<file path="config.mk">
export PLATFORM = sky130hd
export DESIGN_NAME = fixed_slot_free_list_allocator
export DESIGN_NICKNAME = d
export VERILOG_FILES = /design/src/rtl/fsfl_pkg.sv /design/src/rtl/fsfl_ctrl.sv /design/src/rtl/fsfl_dp.sv /design/src/rtl/fixed_slot_free_list_allocator.sv
export SDC_FILE = /design/constraint.sdc
export NUM_CORES = 1
export LEC_CHECK = 0
export BUFFER_PORTS_ARGS = -buffer_cell sky130_fd_sc_hd__buf_2
export CAP_MARGIN = 25
export CORE_UTILIZATION = 60
export DETAILED_ROUTE_END_ITERATION = 6
export GPL_TIMING_DRIVEN = 0
export HOLD_SLACK_MARGIN = 0.08
export PLACE_DENSITY_LB_ADDON = 0.15
export RECOVER_POWER = 100
export SYNTH_ARGS = -nofsm -noshare
export SYNTH_HDL_FRONTEND = slang
export SYNTH_SLANG_ARGS = --single-unit
</file>
<file path="constraint.sdc">
create_clock -name clk -period 8.5 [get_ports clk]
set_clock_uncertainty 0.15 [all_clocks]
set_input_delay 0.85 -clock clk [delete_from_list [all_inputs] [get_ports clk]]
set_output_delay 0.85 -clock clk [all_outputs]
set_load 0.01 [all_outputs]
</file>
<file path="src/rtl/fsfl_pkg.sv">
// Shared types and constants for the fixed-slot free-list allocator.
// No dependencies; imported by every module of the block.
package fsfl_pkg;

  localparam int SLOT_W   = 6;
  localparam int COUNT_W  = 7;
  localparam int STATUS_W = 2;
  localparam int APB_AW   = 3;
  localparam int APB_DW   = 32;

  localparam logic OP_ALLOC = 1'b0;
  localparam logic OP_FREE  = 1'b1;

  localparam logic [STATUS_W-1:0] ST_OK    = 2'd0;
  localparam logic [STATUS_W-1:0] ST_EMPTY = 2'd1;
  localparam logic [STATUS_W-1:0] ST_RANGE = 2'd2;

  localparam logic REG_SLOT_COUNT = 1'b0;

  typedef struct packed {
    logic              opcode;
    logic [SLOT_W-1:0] slot_index;
  } req_t;

  typedef struct packed {
    logic [STATUS_W-1:0] status;
    logic [SLOT_W-1:0]   granted_slot;
  } rsp_t;

  typedef enum logic {
    S_IDLE,
    S_LOOKUP
  } state_t;

  typedef struct packed {
    logic capture;
    logic commit;
  } ctrl_cmd_t;

  typedef struct packed {
    logic out_free;
  } dp_status_t;

endpackage

</file>
<file path="src/rtl/fsfl_ctrl.sv">
// Controller for the free-list allocator: two-state sequencer.
// Depends on fsfl_pkg.
module fsfl_ctrl (
  input  logic                clk,
  input  logic                rst,
  input  logic                req_valid,
  output logic                req_stall,
  input  fsfl_pkg::dp_status_t sts,
  output fsfl_pkg::ctrl_cmd_t  cmd
);
  import fsfl_pkg::*;

  state_t state, state_next;

  always_ff @(posedge clk) begin
    if (rst) begin
      state <= S_IDLE;
    end else begin
      state <= state_next;
    end
  end

  always_comb begin
    state_next  = state;
    req_stall   = 1'b1;
    cmd.capture = 1'b0;
    cmd.commit  = 1'b0;
    unique case (state)
      S_IDLE: begin
        req_stall = 1'b0;
        if (req_valid) begin
          cmd.capture = 1'b1;
          state_next  = S_LOOKUP;
        end
      end
      S_LOOKUP: begin
        if (sts.out_free) begin
          cmd.commit = 1'b1;
          state_next = S_IDLE;
        end
      end
      default: state_next = S_IDLE;
    endcase
  end

endmodule

</file>
<file path="src/rtl/fsfl_dp.sv">
// Datapath for the free-list allocator: head register, link memory,
// per-slot written flags and the result register. Depends on fsfl_pkg.
module fsfl_dp #(
  parameter int DEPTH = 64
) (
  input  logic                          clk,
  input  logic                          rst,
  input  logic                          rebuild,
  input  logic [fsfl_pkg::COUNT_W-1:0]  slot_count,
  input  fsfl_pkg::req_t                req,
  input  fsfl_pkg::ctrl_cmd_t           cmd,
  output fsfl_pkg::dp_status_t          sts,
  output logic                          rsp_valid,
  input  logic                          rsp_stall,
  output fsfl_pkg::rsp_t                rsp
);
  import fsfl_pkg::*;

  localparam int IDX_W = $clog2(DEPTH);

  logic [IDX_W-1:0] head;
  logic             head_valid;
  logic [IDX_W:0]   mem [DEPTH];
  logic [DEPTH-1:0] written;
  logic [IDX_W:0]   rd_data;
  logic             rd_written;
  logic             op;
  logic [SLOT_W-1:0] idx;

  logic [IDX_W:0]   link;
  logic             in_range;
  logic [IDX_W-1:0] wr_addr;
  rsp_t             result;

  assign sts.out_free = !rsp_valid || !rsp_stall;
  assign in_range     = {1'b0, idx} < slot_count;
  assign wr_addr      = idx[IDX_W-1:0];
  assign link         = rd_written ? rd_data : {head != '0, head - IDX_W'(1)};

  always_comb begin
    result = '{status: ST_OK, granted_slot: '0};
    if (op == OP_ALLOC) begin
      if (!head_valid) begin
        result.status = ST_EMPTY;
      end else begin
        result.granted_slot = SLOT_W'(head);
      end
    end else if (!in_range) begin
      result.status = ST_RANGE;
    end
  end

  always_ff @(posedge clk) begin
    if (cmd.capture) begin
      op  <= req.opcode;
      idx <= req.slot_index;
    end
  end

  always_ff @(posedge clk) begin
    rd_data    <= mem[head];
    rd_written <= written[head];
    if (cmd.commit && op == OP_FREE && in_range) begin
      mem[wr_addr] <= {head_valid, head};
    end
  end

  always_ff @(posedge clk) begin
    if (rst) begin
      head       <= IDX_W'(DEPTH - 1);
      head_valid <= 1'b1;
      written    <= '0;
    end else if (rebuild) begin
      head       <= IDX_W'(slot_count - COUNT_W'(1));
      head_valid <= 1'b1;
      written    <= '0;
    end else if (cmd.commit) begin
      if (op == OP_ALLOC) begin
        if (head_valid) begin
          head       <= link[IDX_W-1:0];
          head_valid <= link[IDX_W];
        end
      end else if (in_range) begin
        head             <= wr_addr;
        head_valid       <= 1'b1;
        written[wr_addr] <= 1'b1;
      end
    end
  end

  always_ff @(posedge clk) begin
    if (rst) begin
      rsp_valid <= 1'b0;
    end else if (cmd.commit) begin
      rsp_valid <= 1'b1;
    end else if (!rsp_stall) begin
      rsp_valid <= 1'b0;
    end
  end

  always_ff @(posedge clk) begin
    if (cmd.commit) begin
      rsp <= result;
    end
  end

endmodule

</file>
<file path="src/rtl/fixed_slot_free_list_allocator.sv">
// Top level of the fixed-slot free-list allocator: APB register and glue.
// Depends on fsfl_pkg, fsfl_ctrl and fsfl_dp.
//
//   channel  | handshake              | payload
//   ---------+------------------------+-------------------------------
//   req      | req_valid / req_stall  | opcode, slot_index
//   rsp      | rsp_valid / rsp_stall  | status, granted_slot
//   apb      | psel, penable, pready  | paddr, pwdata, prdata
//
// An item is taken in S_IDLE, where the head's link is read from the link
// memory; S_LOOKUP then updates the list and loads the result (req_stall high).
// The result register holds while rsp_stall is high and the next item waits.
// Reset and a slot_count write rebuild the list at once, with no sweep.
module fixed_slot_free_list_allocator #(
  parameter int MAX_SLOTS = 64
) (
  input  logic                         clk,
  input  logic                         rst,
  input  logic                         req_valid,
  output logic                         req_stall,
  input  fsfl_pkg::req_t               req,
  output logic                         rsp_valid,
  input  logic                         rsp_stall,
  output fsfl_pkg::rsp_t               rsp,
  input  logic                         psel,
  input  logic                         penable,
  input  logic                         pwrite,
  input  logic [fsfl_pkg::APB_AW-1:0]  paddr,
  input  logic [fsfl_pkg::APB_DW-1:0]  pwdata,
  output logic [fsfl_pkg::APB_DW-1:0]  prdata,
  output logic                         pready
);
  import fsfl_pkg::*;

  localparam int LIMIT = (MAX_SLOTS > 64) ? 64 : MAX_SLOTS;

  logic [COUNT_W-1:0] slot_count, slot_count_next;
  logic [COUNT_W-1:0] wr_val;
  logic               rebuild;
  ctrl_cmd_t          cmd;
  dp_status_t         sts;

  assign pready  = 1'b1;
  assign rebuild = psel && penable && pwrite && paddr[2] == REG_SLOT_COUNT;
  assign wr_val  = pwdata[COUNT_W-1:0];
  assign prdata  = (paddr[2] == REG_SLOT_COUNT) ? APB_DW'(slot_count) : '0;

  always_comb begin
    if (wr_val == '0) begin
      slot_count_next = COUNT_W'(1);
    end else if (wr_val > COUNT_W'(LIMIT)) begin
      slot_count_next = COUNT_W'(LIMIT);
    end else begin
      slot_count_next = wr_val;
    end
  end

  always_ff @(posedge clk) begin
    if (rst) begin
      slot_count <= COUNT_W'(LIMIT);
    end else if (rebuild) begin
      slot_count <= slot_count_next;
    end
  end

  fsfl_ctrl u_ctrl (
    .clk       (clk),
    .rst       (rst),
    .req_valid (req_valid),
    .req_stall (req_stall),
    .sts       (sts),
    .cmd       (cmd)
  );

  fsfl_dp #(
    .DEPTH (LIMIT)
  ) u_dp (
    .clk        (clk),
    .rst        (rst),
    .rebuild    (rebuild),
    .slot_count (rebuild ? slot_count_next : slot_count),
    .req        (req),
    .cmd        (cmd),
    .sts        (sts),
    .rsp_valid  (rsp_valid),
    .rsp_stall  (rsp_stall),
    .rsp        (rsp)
  );

endmodule
</file>
==> results of run 1 <==
layout make-up:
class	instances	area [um^2]
sequential	551	15700
fill	2442	11900
tap	468	586
antenna	1	2.50
buffer	95	529
inverter	4	15.0
timing repair buffer	61	328
multi-input combinational	522	5770
clock buffer	88	1670
clock inverter	13	144
worst max-delay path: stages (launching register included):
cell and delay, ns:
dfxtp_1 1.08, clkbuf_1 1.33, buf_6 0.30, clkbuf_1 0.80
clkbuf_1 1.01, mux4_2 0.63, mux4_2 0.51, mux2i_1 0.28
a21oi_1 0.11
through the flow:
stage,cells,instance area (um^2),total power [mW],setup WS [ns],hold WS (ns)
4_1_cts,1800,25300,5.92,4.08,0.252
5_1_grt,1802,24700,6.02,1.96,0.269
3_3_place_gp,1678,23100,3.51,3.05,0.287
2_1_floorplan,1172,22400,3.34,4.47,0.282
6_report,1803,24700,5.89,2.13,0.272
3_5_place_dp,1699,23400,3.53,3.43,0.298
cell usage after synthesis, types with 7 or more instances:
| library cell | n | area share |
|---|---|---|
| nor3_1 | 16 | 0.0036 |
| and2_1 | 7 | 0.0020 |
| buf_2 | 8 | 0.0018 |
| buf_1 | 14 | 0.0024 |
| mux2i_1 | 12 | 0.0054 |
| o21a_1 | 64 | 0.022 |
| edfxtp_1 | 463 | 0.62 |
| nor2_1 | 27 | 0.0046 |
| buf_4 | 35 | 0.012 |
| dfxtp_1 | 88 | 0.079 |
| a21oi_1 | 16 | 0.0036 |
| nand3_1 | 8 | 0.0018 |
| nand2_1 | 17 | 0.0029 |
| nand2b_1 | 7 | 0.0020 |
| clkbuf_1 | 25 | 0.0042 |
| ha_1 | 8 | 0.0045 |
| nor2b_1 | 14 | 0.0039 |
| mux4_2 | 148 | 0.15 |
| buf_6 | 12 | 0.0061 |
| o22ai_1 | 9 | 0.0025 |
| o21ai_0 | 12 | 0.0027 |
| nor3_2 | 56 | 0.025 |
metal layers:
metal	vias to the layer above	global-route usage
met5	-	0
li1	4932	-
met2	711	0.464
met3	139	0.0500
met4	0	0.138
met1	6170	0.445
flip-flops by register name, indices dropped and copies added (netlist names), 6 cells and up:
signal and flops:
u_dp.head 6, slot_count 7, u_dp.written 64, u_dp.rd_data 7
u_dp.idx 6, u_dp.mem 448, u_dp.rsp 8
power breakdown:
| group | leakage [nW] | internal (mW) | switching [mW] |
|---|---|---|---|
| Sequential | 4.63 | 2.97 | 0.0324 |
| Clock | 0.899 | 1.43 | 0.990 |
| Combinational | 2.40 | 0.175 | 0.284 |
kinds of logic after synthesis:
kind of cell | count (synthesis) | share of synthesized area
and+or+nand+nor | 180 | 0.0563
adders and majority gates | 8 | 0.00449
xor gates and xnor gates | 4 | 0.00157
buffers and inverters | 99 | 0.0276
muxes | 170 | 0.164
other | 2 | 0.000337
DFF | 551 | 0.703
AOI/OAI and AO/OA | 134 | 0.0421
how the worst min path moves through the flow:
stage / start / slack [ns] / end
2_1_floorplan: u_dp.written[37] / 0.28 / u_dp.written[37]
3_3_place_gp: u_dp.written[37] / 0.29 / u_dp.written[37]
3_5_place_dp: u_dp.written[6] / 0.30 / u_dp.written[6]
4_1_cts: req[3] / 0.25 / u_dp.idx[3]
5_1_grt: req[3] / 0.27 / u_dp.idx[3]
6_report: req[1] / 0.27 / u_dp.idx[1]
==> results.sh, run 1 <==
export IMPL_outcome="finished with violations"
export IMPL_failed_checks="capacitance limit, slew limit"
export IMPL_ctsResizeCount=0
export IMPL_tns_ns=0
export IMPL_antenna_found_initial=0
export IMPL_start_util=0.608
export IMPL_grt_usage=0.306
export IMPL_vias=12000
export IMPL_async_flop_share=0
export IMPL_core_region_area_um2=36600
export IMPL_die_h_um=195
export IMPL_end_kind="register"
export IMPL_synth_distinct_cells=59
export IMPL_clk_pin_slew_worst_paths_ns=0.06
export IMPL_crit_end="u_dp.rd_data[3]"
export IMPL_h_tree_depth=2
export IMPL_worstMarginPinSlew_ns=2.42
export IMPL_io_pin_count=92
export IMPL_regToRegEndpoint="u_dp.rd_data[3]"
export IMPL_top_layer="met4"
export IMPL_numCtsBuffers=54
export IMPL_whs_path_depth=1
export IMPL_holdCritPathClass="input pin to register"
export IMPL_antenna_left=0
export IMPL_ys_warn_count=0
export IMPL_avgSynthCellArea_um2=19.4
export IMPL_min_period_ns=6.37
export IMPL_drcViolationCount=0
export IMPL_cp_startpoint="u_dp.head[0]"
export IMPL_syn_to_final_growth_pct=11.0
export IMPL_synth_edf_count=463
export IMPL_synth_seq_cells=551
export IMPL_clock_sinks=551
export IMPL_routed_wl_met3_mm=5.31
export IMPL_setup_viol=0
export IMPL_grt_pass1_vias=11700
export IMPL_overflow=0
export IMPL_max_slew_margin=-0.612
export IMPL_die_area_um2=37900
export IMPL_portBuffers=38
export IMPL_max_freq_ghz=0.157
export IMPL_grt_pass1_wl_mm=81.0
export IMPL_final_cell_mix="edfxtp_1, mux4_2, clkbuf_1"
export IMPL_layout_commonest_cell="edfxtp_1"
export IMPL_final_max_slew_viol_count=443
export IMPL_nets=1346
export IMPL_place_gp_congestion=0.955
export IMPL_hold_violations=0
export IMPL_clock_path_buffers=3
export IMPL_synth_cell_area_um2=22300
export IMPL_arrival_ns=6.69
export IMPL_cts_tree="yes"
export IMPL_layout_drive_gt1_share=0.229
export IMPL_r2r_start="u_dp.head[0]"
export IMPL_synth_seq_area_share=0.703
export IMPL_period_share=0.749
export IMPL_wl_per_cell_um=31.1
export IMPL_p_leak_nw=7.93
export IMPL_grt_max_degree=52
export IMPL_rows=70
export IMPL_crit_type="register to register"
export IMPL_dp_hpwl_mm=36.8
export IMPL_clock_latency_ns=0.60
export IMPL_firstDrtPassIters=7
export IMPL_fin_util=0.675
export IMPL_powerDensity_nw_per_um2=238
export IMPL_cts_hold_buf=0
export IMPL_start_kind="register"
export IMPL_rsz0062_at_grt="false"
export IMPL_avgViaCountPerCell=6.63
export IMPL_die_w_um=195
export IMPL_root_buffer="clkbuf_16"
export IMPL_worstPathMaxFanout=33
export IMPL_wl_met2_mm=25.8
export IMPL_worstPathRequired_ns=8.82
export IMPL_ir_worst_vdd_v=0.000166
export IMPL_cts_setup_buffers=0
export IMPL_drt_wl_total_mm=56.1
export IMPL_maxCapViolCount=25
export IMPL_synth_flop_cell="edfxtp_1"
export IMPL_netlist_instances=1148
export IMPL_met1_length_mm=22.3
export IMPL_drtIter0Drc=1501
export IMPL_r2r_cells=8
export IMPL_regToRegSetupSlack_ns=2.13
Power figures use the tool's default switching activity.
==> run 2, diff against run 1 <==
Clock period 8.5 ns to 6.3 ns, I/O delays scaled along.
==> results.sh, run 2 (synthesized netlist as in run 1, its figures left out) <==
export IMPL_outcome="finished with violations"
export IMPL_failed_checks="capacitance limit, slew limit"
export IMPL_maxCapViolCount=5
export IMPL_ir_worst_vdd_v=0.000224
export IMPL_core_region_area_um2=36600
export IMPL_cts_tree="yes"
export IMPL_die_area_um2=37900
export IMPL_antenna_found_initial=0
export IMPL_grt_usage=0.308
export IMPL_powerDensity_nw_per_um2=317
export IMPL_worstMarginPinSlew_ns=2.48
export IMPL_period_share=0.812
export IMPL_grt_pass1_wl_mm=81.4
export IMPL_multi_input_area_um2=6060
export IMPL_final_cell_mix="edfxtp_1, mux4_2, dfxtp_1"
export IMPL_fin_ws_ns=1.19
export IMPL_grt_pass1_vias=11800
export IMPL_antennaDiodeCount=0
export IMPL_grt_max_degree=52
export IMPL_antenna_left=0
export IMPL_start_util=0.608
export IMPL_worstPathRequired_ns=6.36
export IMPL_cts_setup_buffers=0
export IMPL_wl_per_cell_um=31.1
export IMPL_grt_use_met2=0.467
export IMPL_h_tree_depth=2
export IMPL_setup_viol=0
export IMPL_rsz0062_at_grt="false"
export IMPL_p_total_mw=7.97
export IMPL_vias=12000
export IMPL_register_area_um2=15700
export IMPL_crit_slowest_cell="a21boi_0"
export IMPL_arrival_ns=5.18
export IMPL_crit_path_max_incr_delay_ns=1.88
export IMPL_fill_cells=2365
export IMPL_place_inst=1699
export IMPL_hold_violations=0
export IMPL_dp_hpwl_mm=36.8
export IMPL_cp_top_family="compound AO/OA/AOI/OAI gates"
export IMPL_max_slew_margin=-0.666
export IMPL_finalNonFillerCells=1809
export IMPL_busiest_layer="met2"
export IMPL_clk_pin_slew_worst_paths_ns=0.06
export IMPL_largest_reg_flops=448
export IMPL_min_period_ns=5.11
export IMPL_rows=70
export IMPL_worstPathMaxFanout=15
export IMPL_largestRegisters="u_dp.mem x448, u_dp.written x64, u_dp.rsp x8"
export IMPL_die_w_um=195
export IMPL_grt_met1_usage=0.446
export IMPL_overflow=0
export IMPL_drcViolationCount=0
export IMPL_p_leak_nw=8.03
export IMPL_top_register="u_dp.mem"
export IMPL_drtIter0Drc=1418
export IMPL_holdCritPathClass="input pin to register"
export IMPL_cp_num_buf_inv=1
export IMPL_end_kind="register"
export IMPL_ctsResizeCount=0
export IMPL_cts_hold_buf=7
export IMPL_crit_type="register to register"
export IMPL_place_gp_congestion=0.955
export IMPL_die_h_um=195
export IMPL_firstDrtPassIters=5
export IMPL_final_max_slew_viol_count=210
export IMPL_layout_commonest_cell="edfxtp_1"
export IMPL_max_freq_ghz=0.196
export IMPL_nets=1353
export IMPL_clock_path_buffers=3
export IMPL_layout_drive_gt1_share=0.277
export IMPL_numCtsBuffers=54
export IMPL_pre_cts_slack_ns=1.45
export IMPL_start_kind="register"
export IMPL_tns_ns=0
export IMPL_use_met3=0.0507
export IMPL_avgViaCountPerCell=6.65
export IMPL_clock_sinks=551
export IMPL_crit_chain="a21boi_0 -> nand4b_1 -> clkbuf_1 -> nor3_2"
export IMPL_syn_to_final_growth_pct=13.0
export IMPL_portBuffers=38
export IMPL_clock_latency_ns=0.60
export IMPL_root_buffer="clkbuf_16"
export IMPL_io_pin_count=92
export IMPL_drt_wl_total_mm=56.3
-- run 2: changes by cell type in the layout (fill, tap and decap cells not counted), moves of 2 or more --
| cell | delta |
|---|---|
| nor3_1 | -56 |
| buf_12 | +3 |
| dlygate4sd3_1 | +7 |
| clkbuf_1 | -11 |
| nor3_2 | +56 |
| buf_6 | +4 |
| mux2_1 | +2 |
| buf_4 | +3 |
| o21ai_0 | -2 |
| mux2_2 | -2 |
-- run 2: routing by layer --
metal	routed length [um]	vias up
met5	0	-
li1	-	4938
met4	2480	0
met2	26100	731
met1	22600	6228
met3	5230	127
-- run 2: worst paths after layout --
check | start | cells past startpoint | end | slack [ns]
max | u_ctrl.state | 4 | u_dp.mem[20][2] | 1.19
min | req_valid | 3 | u_ctrl.state | 0.17
max reg2reg | u_ctrl.state | 4 | u_dp.mem[20][2] | 1.19
min reg2reg | u_dp.written[26] | 1 | u_dp.written[26] | 0.31
-- run 2: layout make-up --
class                   instances  area share
clock buffers                  88      0.0665
flip-flops and latches        551       0.622
well taps                     468      0.0233
plain buffers                  95      0.0230
inverters                       4    0.000597
clock inverters                13     0.00572
multi-input cells             522       0.241
repair buffers                 68      0.0179
-- run 2: tightest hold or removal path, stage by stage --
cell,delay [ns]
buf_2,0.10
nor2_1,0.08
nor3_1,0.05
-- run 2: per-stage QoR --
| stage | hold WS, ns | instance area, um^2 | utilization |
|---|---|---|---|
| floorplan | 0.282 | 22400 | - |
| global placement | 0.287 | 23100 | 0.632 |
| detailed placement | 0.298 | 23400 | 0.640 |
| CTS | 0.139 | 25300 | 0.692 |
| global route | 0.171 | 25200 | 0.687 |
| finish | 0.168 | 25200 | 0.687 |
-- run 2: where the power goes --
group | total [mW] | internal, mW | switching, mW
Clock | 3.27 | 1.93 | 1.34
Combinational | 0.643 | 0.248 | 0.395
Sequential | 4.05 | 4.01 | 0.0448
Total | 7.97 | 6.19 | 1.78
